$ cat config.mk
export PLATFORM = sky130hd
export DESIGN_NAME = bcd_keyed_record_table_flat
export DESIGN_NICKNAME = d
export VERILOG_FILES = /design/src/bkrt_pkg.sv /design/src/bkrt_if.sv /design/src/bkrt_ram.sv /design/src/bkrt_front.sv /design/src/bkrt_queue.sv /design/src/bkrt_back.sv /design/src/bcd_keyed_record_table.sv /design/src/flat_wrapper.sv
export SDC_FILE = /design/constraint.sdc
export NUM_CORES = 2
export LEC_CHECK = 0
export BUFFER_PORTS_ARGS = -buffer_cell sky130_fd_sc_hd__clkbuf_2
export CORE_MARGIN = 5
export CORE_UTILIZATION = 35
export CTS_BUF_LIST = sky130_fd_sc_hd__clkbuf_16
export CTS_CLUSTER_SIZE = 10
export DETAILED_ROUTE_END_ITERATION = 8
export PLACE_DENSITY = 0.47
export SLEW_MARGIN = 30
export SYNTH_ARGS = -nofsm -noshare
export SYNTH_HDL_FRONTEND = slang
export SYNTH_HIERARCHICAL = 1
export SYNTH_MEMORY_MAX_BITS = 65536
export SYNTH_SLANG_ARGS = --single-unit
$ cat constraint.sdc
create_clock -name clk -period 11 [get_ports clk]
set_input_delay 0 -clock clk [delete_from_list [all_inputs] [get_ports clk]]
set_output_delay 0 -clock clk [all_outputs]
set_load 0.05 [all_outputs]
$ cat src/bkrt_pkg.sv
`default_nettype none
// ----------------------------------------------------------------------------
// bkrt_pkg
// Types and constants shared by the BCD keyed record table.
// ----------------------------------------------------------------------------
package bkrt_pkg;

  localparam int KEY_W        = 32;
  localparam int PHONE_W      = 40;
  localparam int ID_DIGITS    = 8;
  localparam int PHONE_DIGITS = 10;
  localparam int PHONE_CHARS  = 11;
  localparam int DASH_POS     = 3;

  localparam logic [7:0] ASCII_ZERO = 8'h30;
  localparam logic [7:0] ASCII_DASH = 8'h2d;
  localparam logic [3:0] NIB_MASK   = 4'hf;

  typedef enum logic {
    KIND_INSERT = 1'b0,
    KIND_LOOKUP = 1'b1
  } kind_t;

  typedef enum logic [1:0] {
    ST_STORED    = 2'd0,
    ST_FULL      = 2'd1,
    ST_CHAR      = 2'd2,
    ST_NOT_FOUND = 2'd3
  } status_t;

  typedef enum logic [2:0] {
    BS_IDLE,
    BS_SCAN,
    BS_FETCH,
    BS_EMIT,
    BS_RESP
  } back_state_t;

  typedef struct packed {
    kind_t                kind;
    logic [KEY_W-1:0]     key;
    logic [PHONE_W-1:0]   phone;
  } cmd_t;

  typedef struct packed {
    logic empty;
    logic full;
  } q_stat_t;

endpackage : bkrt_pkg
`default_nettype wire

$ cat src/bkrt_if.sv
`default_nettype none
// ----------------------------------------------------------------------------
// bkrt_in_if / bkrt_out_if
// Valid/ready channels for request items and result items.
// ----------------------------------------------------------------------------
interface bkrt_in_if;
  logic        valid;
  logic        ready;
  logic        kind;
  logic [63:0] id_chars;
  logic [23:0] phone_head;
  logic [55:0] phone_tail;

  modport source (output valid, kind, id_chars, phone_head, phone_tail, input ready);
  modport sink   (input valid, kind, id_chars, phone_head, phone_tail, output ready);
endinterface : bkrt_in_if

interface bkrt_out_if;
  logic       valid;
  logic       ready;
  logic [1:0] status;
  logic [7:0] character;
  logic       last;

  modport source (output valid, status, character, last, input ready);
  modport sink   (input valid, status, character, last, output ready);
endinterface : bkrt_out_if
`default_nettype wire

$ cat src/bkrt_ram.sv
`default_nettype none
// ----------------------------------------------------------------------------
// bkrt_ram
// Generic single write, single read RAM with registered read data.
// ----------------------------------------------------------------------------
module bkrt_ram #(
  parameter int WIDTH  = 32,
  parameter int DEPTH  = 64,
  parameter int ADDR_W = (DEPTH > 1) ? $clog2(DEPTH) : 1
) (
  input  wire logic              clk,
  input  wire logic              we,
  input  wire logic [ADDR_W-1:0] waddr,
  input  wire logic [WIDTH-1:0]  wdata,
  input  wire logic [ADDR_W-1:0] raddr,
  output logic      [WIDTH-1:0]  rdata
);

  logic [WIDTH-1:0] mem [DEPTH];

  always_ff @(posedge clk) begin
    if (we) begin
      mem[waddr] <= wdata;
    end
    rdata <= mem[raddr];
  end

endmodule : bkrt_ram
`default_nettype wire

$ cat src/bkrt_front.sv
`default_nettype none
// ----------------------------------------------------------------------------
// bkrt_front
// Accepts request items and packs ID and phone text into BCD commands.
// ----------------------------------------------------------------------------
module bkrt_front (
  bkrt_in_if.sink                  in_ch,
  input  wire bkrt_pkg::q_stat_t   q_stat,
  output logic                     push,
  output bkrt_pkg::cmd_t           cmd
);

  function automatic logic [3:0] to_nib(input logic [7:0] ch);
    logic [7:0] d;
    d = ch - bkrt_pkg::ASCII_ZERO;
    return d[3:0] & bkrt_pkg::NIB_MASK;
  endfunction

  logic [bkrt_pkg::KEY_W-1:0]   key;
  logic [bkrt_pkg::PHONE_W-1:0] phone;
  logic [79:0]                  phone_txt;

  assign phone_txt = {in_ch.phone_head, in_ch.phone_tail};

  always_comb begin
    for (int i = 0; i < bkrt_pkg::ID_DIGITS; i++) begin
      key[4*i +: 4] = to_nib(in_ch.id_chars[8*i +: 8]);
    end
    for (int j = 0; j < bkrt_pkg::PHONE_DIGITS; j++) begin
      phone[4*j +: 4] = to_nib(phone_txt[8*j +: 8]);
    end
  end

  assign in_ch.ready = !q_stat.full;
  assign push        = in_ch.valid && !q_stat.full;
  assign cmd.kind    = bkrt_pkg::kind_t'(in_ch.kind);
  assign cmd.key     = key;
  assign cmd.phone   = phone;

endmodule : bkrt_front
`default_nettype wire

$ cat src/bkrt_queue.sv
`default_nettype none
// ----------------------------------------------------------------------------
// bkrt_queue
// Two-entry command queue between the front and back sections.
// ----------------------------------------------------------------------------
module bkrt_queue (
  input  wire logic              clk,
  input  wire logic              rst_n,
  input  wire logic              push,
  input  wire bkrt_pkg::cmd_t    push_cmd,
  input  wire logic              pop,
  output bkrt_pkg::cmd_t         head,
  output bkrt_pkg::q_stat_t      q_stat
);

  bkrt_pkg::cmd_t q_r [2];
  logic           wr_ptr_r, wr_ptr_nxt;
  logic           rd_ptr_r, rd_ptr_nxt;
  logic [1:0]     cnt_r, cnt_nxt;

  always_comb begin
    wr_ptr_nxt = wr_ptr_r ^ push;
    rd_ptr_nxt = rd_ptr_r ^ pop;
    cnt_nxt    = cnt_r + 2'(push) - 2'(pop);
  end

  always_ff @(posedge clk) begin
    if (!rst_n) begin
      wr_ptr_r <= 1'b0;
      rd_ptr_r <= 1'b0;
      cnt_r    <= 2'd0;
    end else begin
      wr_ptr_r <= wr_ptr_nxt;
      rd_ptr_r <= rd_ptr_nxt;
      cnt_r    <= cnt_nxt;
    end
  end

  always_ff @(posedge clk) begin
    if (push) begin
      q_r[wr_ptr_r] <= push_cmd;
    end
  end

  assign head         = q_r[rd_ptr_r];
  assign q_stat.empty = (cnt_r == 2'd0);
  assign q_stat.full  = (cnt_r == 2'd2);

endmodule : bkrt_queue
`default_nettype wire

$ cat src/bkrt_back.sv
`default_nettype none
// ----------------------------------------------------------------------------
// bkrt_back
// Executes inserts and lookups against the key and phone stores and
// drives the registered result channel.
// ----------------------------------------------------------------------------
module bkrt_back #(
  parameter int CAPACITY = 64
) (
  input  wire logic              clk,
  input  wire logic              rst_n,
  input  wire bkrt_pkg::cmd_t    head,
  input  wire bkrt_pkg::q_stat_t q_stat,
  output logic                   pop,
  bkrt_out_if.source             out_ch
);

  localparam int AW = (CAPACITY > 1) ? $clog2(CAPACITY) : 1;
  localparam int CW = $clog2(CAPACITY + 1);

  bkrt_pkg::back_state_t        state_r, state_nxt;
  logic [CW-1:0]                count_r, count_nxt;
  logic [AW-1:0]                idx_r, idx_nxt;
  logic [bkrt_pkg::KEY_W-1:0]   key_r, key_nxt;
  logic [bkrt_pkg::PHONE_W-1:0] phone_r, phone_nxt;
  logic [3:0]                   pos_r, pos_nxt;
  bkrt_pkg::status_t            resp_r, resp_nxt;

  logic                         out_valid_r, out_valid_nxt;
  bkrt_pkg::status_t            out_status_r, out_status_nxt;
  logic [7:0]                   out_char_r, out_char_nxt;
  logic                         out_last_r, out_last_nxt;

  logic                         emit_ok;
  logic                         ram_we;
  logic [AW-1:0]                key_raddr;
  logic [bkrt_pkg::KEY_W-1:0]   key_rdata;
  logic [bkrt_pkg::PHONE_W-1:0] phone_rdata;

  bkrt_ram #(.WIDTH(bkrt_pkg::KEY_W), .DEPTH(CAPACITY), .ADDR_W(AW)) u_key_ram (
    .clk   (clk),
    .we    (ram_we),
    .waddr (count_r[AW-1:0]),
    .wdata (head.key),
    .raddr (key_raddr),
    .rdata (key_rdata)
  );

  bkrt_ram #(.WIDTH(bkrt_pkg::PHONE_W), .DEPTH(CAPACITY), .ADDR_W(AW)) u_phone_ram (
    .clk   (clk),
    .we    (ram_we),
    .waddr (count_r[AW-1:0]),
    .wdata (head.phone),
    .raddr (idx_r),
    .rdata (phone_rdata)
  );

  assign emit_ok = !out_valid_r || out_ch.ready;

  always_comb begin
    state_nxt      = state_r;
    count_nxt      = count_r;
    idx_nxt        = idx_r;
    key_nxt        = key_r;
    phone_nxt      = phone_r;
    pos_nxt        = pos_r;
    resp_nxt       = resp_r;
    out_valid_nxt  = out_valid_r && !out_ch.ready;
    out_status_nxt = out_status_r;
    out_char_nxt   = out_char_r;
    out_last_nxt   = out_last_r;
    pop            = 1'b0;
    ram_we         = 1'b0;
    key_raddr      = idx_r + AW'(1);

    case (state_r)
      bkrt_pkg::BS_IDLE: begin
        key_raddr = '0;
        if (!q_stat.empty) begin
          pop     = 1'b1;
          key_nxt = head.key;
          if (head.kind == bkrt_pkg::KIND_INSERT) begin
            if (count_r == CW'(CAPACITY)) begin
              resp_nxt = bkrt_pkg::ST_FULL;
            end else begin
              ram_we    = 1'b1;
              count_nxt = count_r + CW'(1);
              resp_nxt  = bkrt_pkg::ST_STORED;
            end
            state_nxt = bkrt_pkg::BS_RESP;
          end else if (count_r == '0) begin
            resp_nxt  = bkrt_pkg::ST_NOT_FOUND;
            state_nxt = bkrt_pkg::BS_RESP;
          end else begin
            idx_nxt   = '0;
            state_nxt = bkrt_pkg::BS_SCAN;
          end
        end
      end
      bkrt_pkg::BS_SCAN: begin
        if (key_rdata == key_r) begin
          state_nxt = bkrt_pkg::BS_FETCH;
        end else if ((CW'(idx_r) + CW'(1)) == count_r) begin
          resp_nxt  = bkrt_pkg::ST_NOT_FOUND;
          state_nxt = bkrt_pkg::BS_RESP;
        end else begin
          idx_nxt = idx_r + AW'(1);
        end
      end
      bkrt_pkg::BS_FETCH: begin
        phone_nxt = phone_rdata;
        pos_nxt   = '0;
        state_nxt = bkrt_pkg::BS_EMIT;
      end
      bkrt_pkg::BS_EMIT: begin
        if (emit_ok) begin
          out_valid_nxt  = 1'b1;
          out_status_nxt = bkrt_pkg::ST_CHAR;
          out_last_nxt   = (pos_r == 4'(bkrt_pkg::PHONE_CHARS - 1));
          if (pos_r == 4'(bkrt_pkg::DASH_POS)) begin
            out_char_nxt = bkrt_pkg::ASCII_DASH;
          end else begin
            out_char_nxt = {4'd0, phone_r[bkrt_pkg::PHONE_W-1 -: 4]} + bkrt_pkg::ASCII_ZERO;
            phone_nxt    = {phone_r[bkrt_pkg::PHONE_W-5:0], 4'd0};
          end
          pos_nxt = pos_r + 4'd1;
          if (pos_r == 4'(bkrt_pkg::PHONE_CHARS - 1)) begin
            state_nxt = bkrt_pkg::BS_IDLE;
          end
        end
      end
      bkrt_pkg::BS_RESP: begin
        if (emit_ok) begin
          out_valid_nxt  = 1'b1;
          out_status_nxt = resp_r;
          out_char_nxt   = 8'd0;
          out_last_nxt   = 1'b1;
          state_nxt      = bkrt_pkg::BS_IDLE;
        end
      end
      default: begin
        state_nxt = bkrt_pkg::BS_IDLE;
      end
    endcase
  end

  always_ff @(posedge clk) begin
    if (!rst_n) begin
      state_r     <= bkrt_pkg::BS_IDLE;
      count_r     <= '0;
      out_valid_r <= 1'b0;
    end else begin
      state_r     <= state_nxt;
      count_r     <= count_nxt;
      out_valid_r <= out_valid_nxt;
    end
  end

  always_ff @(posedge clk) begin
    idx_r        <= idx_nxt;
    key_r        <= key_nxt;
    phone_r      <= phone_nxt;
    pos_r        <= pos_nxt;
    resp_r       <= resp_nxt;
    out_status_r <= out_status_nxt;
    out_char_r   <= out_char_nxt;
    out_last_r   <= out_last_nxt;
  end

  assign out_ch.valid     = out_valid_r;
  assign out_ch.status    = out_status_r;
  assign out_ch.character = out_char_r;
  assign out_ch.last      = out_last_r;

endmodule : bkrt_back
`default_nettype wire

$ cat src/bcd_keyed_record_table.sv
`default_nettype none
// Insert: the record is written from the idle state; the back end takes no new
//   command until its status result is registered. Lookup: one stored key per
//   cycle is scanned out of the key RAM; a hit is fetched and its characters
//   are emitted one per cycle while the output is not stalled; a miss gives NOT_FOUND.
// A two-entry command queue lets the input accept while the back end works.
// Reset (synchronous, rst_n low) empties the table and the queue; no sweep.
// ----------------------------------------------------------------------------
// bcd_keyed_record_table
// Record table keyed by a packed BCD ID, returning a formatted phone number.
// ----------------------------------------------------------------------------
module bcd_keyed_record_table #(
  parameter int CAPACITY = 64
) (
  input  wire logic  clk,
  input  wire logic  rst_n,
  bkrt_in_if.sink    in_ch,
  bkrt_out_if.source out_ch
);

  bkrt_pkg::cmd_t    push_cmd;
  bkrt_pkg::cmd_t    head;
  bkrt_pkg::q_stat_t q_stat;
  logic              push;
  logic              pop;

  bkrt_front u_front (
    .in_ch  (in_ch),
    .q_stat (q_stat),
    .push   (push),
    .cmd    (push_cmd)
  );

  bkrt_queue u_queue (
    .clk      (clk),
    .rst_n    (rst_n),
    .push     (push),
    .push_cmd (push_cmd),
    .pop      (pop),
    .head     (head),
    .q_stat   (q_stat)
  );

  bkrt_back #(.CAPACITY(CAPACITY)) u_back (
    .clk    (clk),
    .rst_n  (rst_n),
    .head   (head),
    .q_stat (q_stat),
    .pop    (pop),
    .out_ch (out_ch)
  );

endmodule : bcd_keyed_record_table
`default_nettype wire

$ cat src/flat_wrapper.sv
// flat-port wrapper written by rule: the top's interface ports become plain ports
module bcd_keyed_record_table_flat 
#(
  parameter int CAPACITY = 64
)
  (clk, rst_n, in_ch_valid, in_ch_kind, in_ch_id_chars, in_ch_phone_head, in_ch_phone_tail, in_ch_ready, out_ch_valid, out_ch_status, out_ch_character, out_ch_last, out_ch_ready);
  bkrt_in_if in_ch_i ();
  bkrt_out_if out_ch_i ();
  input  wire logic clk;
  input  wire logic rst_n;
  input wire logic [$bits(in_ch_i.valid)-1:0] in_ch_valid;
  input wire logic [$bits(in_ch_i.kind)-1:0] in_ch_kind;
  input wire logic [$bits(in_ch_i.id_chars)-1:0] in_ch_id_chars;
  input wire logic [$bits(in_ch_i.phone_head)-1:0] in_ch_phone_head;
  input wire logic [$bits(in_ch_i.phone_tail)-1:0] in_ch_phone_tail;
  output wire logic [$bits(in_ch_i.ready)-1:0] in_ch_ready;
  output wire logic [$bits(out_ch_i.valid)-1:0] out_ch_valid;
  output wire logic [$bits(out_ch_i.status)-1:0] out_ch_status;
  output wire logic [$bits(out_ch_i.character)-1:0] out_ch_character;
  output wire logic [$bits(out_ch_i.last)-1:0] out_ch_last;
  input wire logic [$bits(out_ch_i.ready)-1:0] out_ch_ready;
  assign in_ch_i.valid = in_ch_valid;
  assign in_ch_i.kind = in_ch_kind;
  assign in_ch_i.id_chars = in_ch_id_chars;
  assign in_ch_i.phone_head = in_ch_phone_head;
  assign in_ch_i.phone_tail = in_ch_phone_tail;
  assign in_ch_ready = in_ch_i.ready;
  assign out_ch_valid = out_ch_i.valid;
  assign out_ch_status = out_ch_i.status;
  assign out_ch_character = out_ch_i.character;
  assign out_ch_last = out_ch_i.last;
  assign out_ch_i.ready = out_ch_ready;
  bcd_keyed_record_table #(.CAPACITY(CAPACITY)) u_core (.clk(clk), .rst_n(rst_n), .in_ch(in_ch_i), .out_ch(out_ch_i));
endmodule
==> flow_metrics.env <==
export IMPL_status="completed"
export IMPL_hpwl_mm=260
export IMPL_post_cts_resize_count=0
export IMPL_fin_crit_sh_pct=52.7
export IMPL_tritoncts="built"
export IMPL_tightest_slew_ps=1050
export IMPL_hold_path_class="input pin to register"
export IMPL_coreArea_sq_um=533000
export IMPL_slew_headroom_pct=29.9
export IMPL_synth_edf_count=4847
export IMPL_cpMostUsedCell="buf_4"
export IMPL_path_max_fanout=89
export IMPL_finalSetupTns_ps=0
export IMPL_worstPathRequired_ps=11970
export IMPL_port_buffers=87
export IMPL_synth_cell_types=66
export IMPL_cts_buffers=569
export IMPL_grt_max_degree=121
export IMPL_via_per_inst=5.40
export IMPL_ys_seq_area_share_pct=78.6
export IMPL_async_flop_share_pct=0
export IMPL_fillerInstances=46786
export IMPL_root_buffer="clkbuf_16"
export IMPL_wire_per_inst_um=31.3
export IMPL_die_y_um=742
export IMPL_yosys_top_cells_count="edfxtp_1 (4847), mux4_2 (1152), nor2_1 (265), o22ai_1 (227), mux2i_1 (208)"
export IMPL_syn_avg_cell_area_sq_um=22.7
export IMPL_fin_ws_ps=5200
export IMPL_antenna_found_initial=11
export IMPL_crit_chain="buf_4 > buf_4 > buf_4 > buf_12 > buf_4 > mux4_2 > o22ai_1 > nor4_2 > buf_4 > o22a_1"
export IMPL_rsz0062_at_grt="false"
export IMPL_worstSetupPathType="register to register"
export IMPL_cts_sinks=4935
export IMPL_cts_buffer_depth=4
export IMPL_syn_area_sq_um=188000
export IMPL_die_area_sq_um=550000
export IMPL_synthTopCellsByArea="edfxtp_1 (78%), mux4_2 (14%), mux2i_1 (1.1%)"
export IMPL_cts_htree_levels=6
export IMPL_syn_inst=8247
export IMPL_r2r_slack_ps=5200
export IMPL_max_clock_freq_ghz=0.173
export IMPL_peakVddDrop_uv=189
export IMPL_die_w_um=742
export IMPL_drt_pass1_iterations=7
export IMPL_fin_util_pct=40.3
export IMPL_yosysWarnings=6
export IMPL_final_max_slew_violation_count=0
export IMPL_nets=8961
export IMPL_num_vias=87392
export IMPL_grt_pass1_wl_mm=709
export IMPL_fp_row_count=268
export IMPL_drc=0
export IMPL_setup_viol=0
export IMPL_cp_slowest_cell="buf_4"
export IMPL_whs_ps=198
export IMPL_arrival_ps=6770
export IMPL_finClkSkew_ps=40.1
export IMPL_cts_setup_buffers=0
export IMPL_routed_wl_mm=506
export IMPL_hold_viol_final=0
export IMPL_ant_nets=0
export IMPL_first_global_vias=91779
export IMPL_ys_ff_latch=4935
export IMPL_design_portCount=162
export IMPL_path_clk_slew_ps=50
export IMPL_p_leak_nw=66.1
export IMPL_place_inst=15229
export IMPL_fin_cells=16189
export IMPL_synth_top_area_cell="edfxtp_1"
export IMPL_grt_overflow_total=0
export IMPL_yosysMostFrequentCell="edfxtp_1"
export IMPL_yosys_area_top_type_share_pct=77.6
export IMPL_track_usage_pct=18.0
export IMPL_period_minus_slack_ps=5800
export IMPL_startpoint_type="register"
export IMPL_layout_drive_gt1_share_pct=27.0
export IMPL_ys_flop_type="edfxtp_1"
export IMPL_area_delta_synth_final_pct=14.6
export IMPL_start_util_pct=35.1
export IMPL_dp_slack_ps=4900
export IMPL_cpPeakStageDelay_ps=800
export IMPL_p_per_area_nw_per_um2=233
export IMPL_routabilityCongestion=0.748
export IMPL_clkLatencyLatePin_ps=1040
export IMPL_end_kind="register"
export IMPL_drv_cap=0
export IMPL_drtIter0Drc=7190
-- flip-flops by register name, indices dropped and copies added, names as in the netlist, 6 cells and up, named ones only --
name	flops
u_core/u_queue/q_r	146
u_core/u_back/out_ch.character	6
u_core/u_back/phone_r	40
u_core/u_back/count_r	7
u_core/u_back/u_key_ram/rdata	32
u_core/u_back/u_key_ram/mem	2048
u_core/u_back/key_r	32
u_core/u_back/u_phone_ram/mem	2560
u_core/u_back/u_phone_ram/rdata	40
u_core/u_back/idx_r	6
-- routing by layer --
metal  global-route usage (%)  up-vias  part of all wire [%]  wire length [um]
met2                     30.6     2182                    50            253000
met1                     24.4    48606                    43            216000
met5                        0        -                     0                 0
met4                     5.70        0                   3.2             16200
met3                     2.11      702                   4.3             21600
li1                         -    35902                     -                 -
-- final cells by class --
cell class              count  area [sq um]  share of cell area [%]
flip-flops and latches   4935        147000                    68.5
multi-input cells        2785         38500                    17.9
clock buffers             592         14800                    6.89
well taps                7155          8950                    4.17
repair buffers            503          4270                    1.99
clock inverters           196           966                   0.449
diodes                     14          35.0                  0.0163
inverters                   9          33.8                  0.0157
-- cell families (layout without fill, tap and decap cells) --
kind of cell | after synthesis | count (layout) | share of synthesized area [%]
multiplexers | 1471 | 1471 | 15.8
flip-flops | 4935 | 4935 | 78.6
other | 1 | 16 | 0.00200
adder cells (fa/ha/maj) | 9 | 9 | 0.0601
XOR/XNOR | 51 | 51 | 0.254
AND/OR/NAND/NOR | 650 | 650 | 1.63
buffers and inverters | 528 | 1300 | 1.57
AO/OA/AOI/OAI | 602 | 602 | 2.17
-- worst paths after layout --
check,startpoint,endpoint,cells after the start
max,u_core/u_back/idx_r[0]$_SDFFCE_PN0P_,u_core/u_back/u_phone_ram/rdata[31]$_DFF_P_,10
min,in_ch_valid,u_core/u_queue/wr_ptr_r$_SDFF_PN0_,5
max reg2reg,u_core/u_back/idx_r[0]$_SDFFCE_PN0P_,u_core/u_back/u_phone_ram/rdata[31]$_DFF_P_,10
min reg2reg,u_core/u_back/u_phone_ram/rdata[17]$_DFF_P_,u_core/u_back/phone_r[17]$_DFFE_PP_,2
-- where the power goes --
part	total (mW)	internal, mW	switching, mW
clock network	16.6	9.52	7.03
logic	10.4	3.50	6.90
registers	23.1	23.0	0.153
-- metrics by stage --
stage                     area (sq um)  power (mW)
after detailed placement        197000        34.1
after CTS                       215000        50.8
final                           215000        50.1
after global placement          197000        33.8
after floorplan                 188000        29.9
after global routing            215000        52.0
-- cells in the final DEF (no fill, tap or decap), drive strengths merged, types with 6 or more instances in the layout --
master / n
o21a: 8
nand3b: 10
nor4: 46
mux2i: 208
clkbuf: 679
a221oi: 34
or3: 9
or3b: 7
nor2: 265
a22oi: 30
a21oi: 132
a22o: 16
dlygate4sd3: 152
clkinv: 15
and2: 23
a311oi: 8
ha: 9
a211oi: 8
nand2b: 25
xnor2: 9
nand4: 6
o22ai: 227
nand3: 19
or2: 9
diode: 14
nor2b: 38
inv: 189
xor2: 40
nor3: 13
o22a: 27
o21ai: 26
mux4: 1152
o221ai: 69
and3: 15
dfxtp: 88
mux2: 111
edfxtp: 4847
buf: 264
nand2: 159
-- critical path: cells and delay by family (launching register included) --
kind | cells | cell delay, ps
and+or+nand+nor | 1 | 700
DFF | 1 | 330
muxes | 1 | 370
buffers and inverters | 6 | 3810
AOI/OAI and AO/OA | 2 | 220
-- what timing repair did --
action	in CTS	in global routing
endpoints found under the hold margin	230	0
setup endpoints to repair	0	0
hold buffers	152	0
No activity file was read; power rests on OpenSTA's default activity.
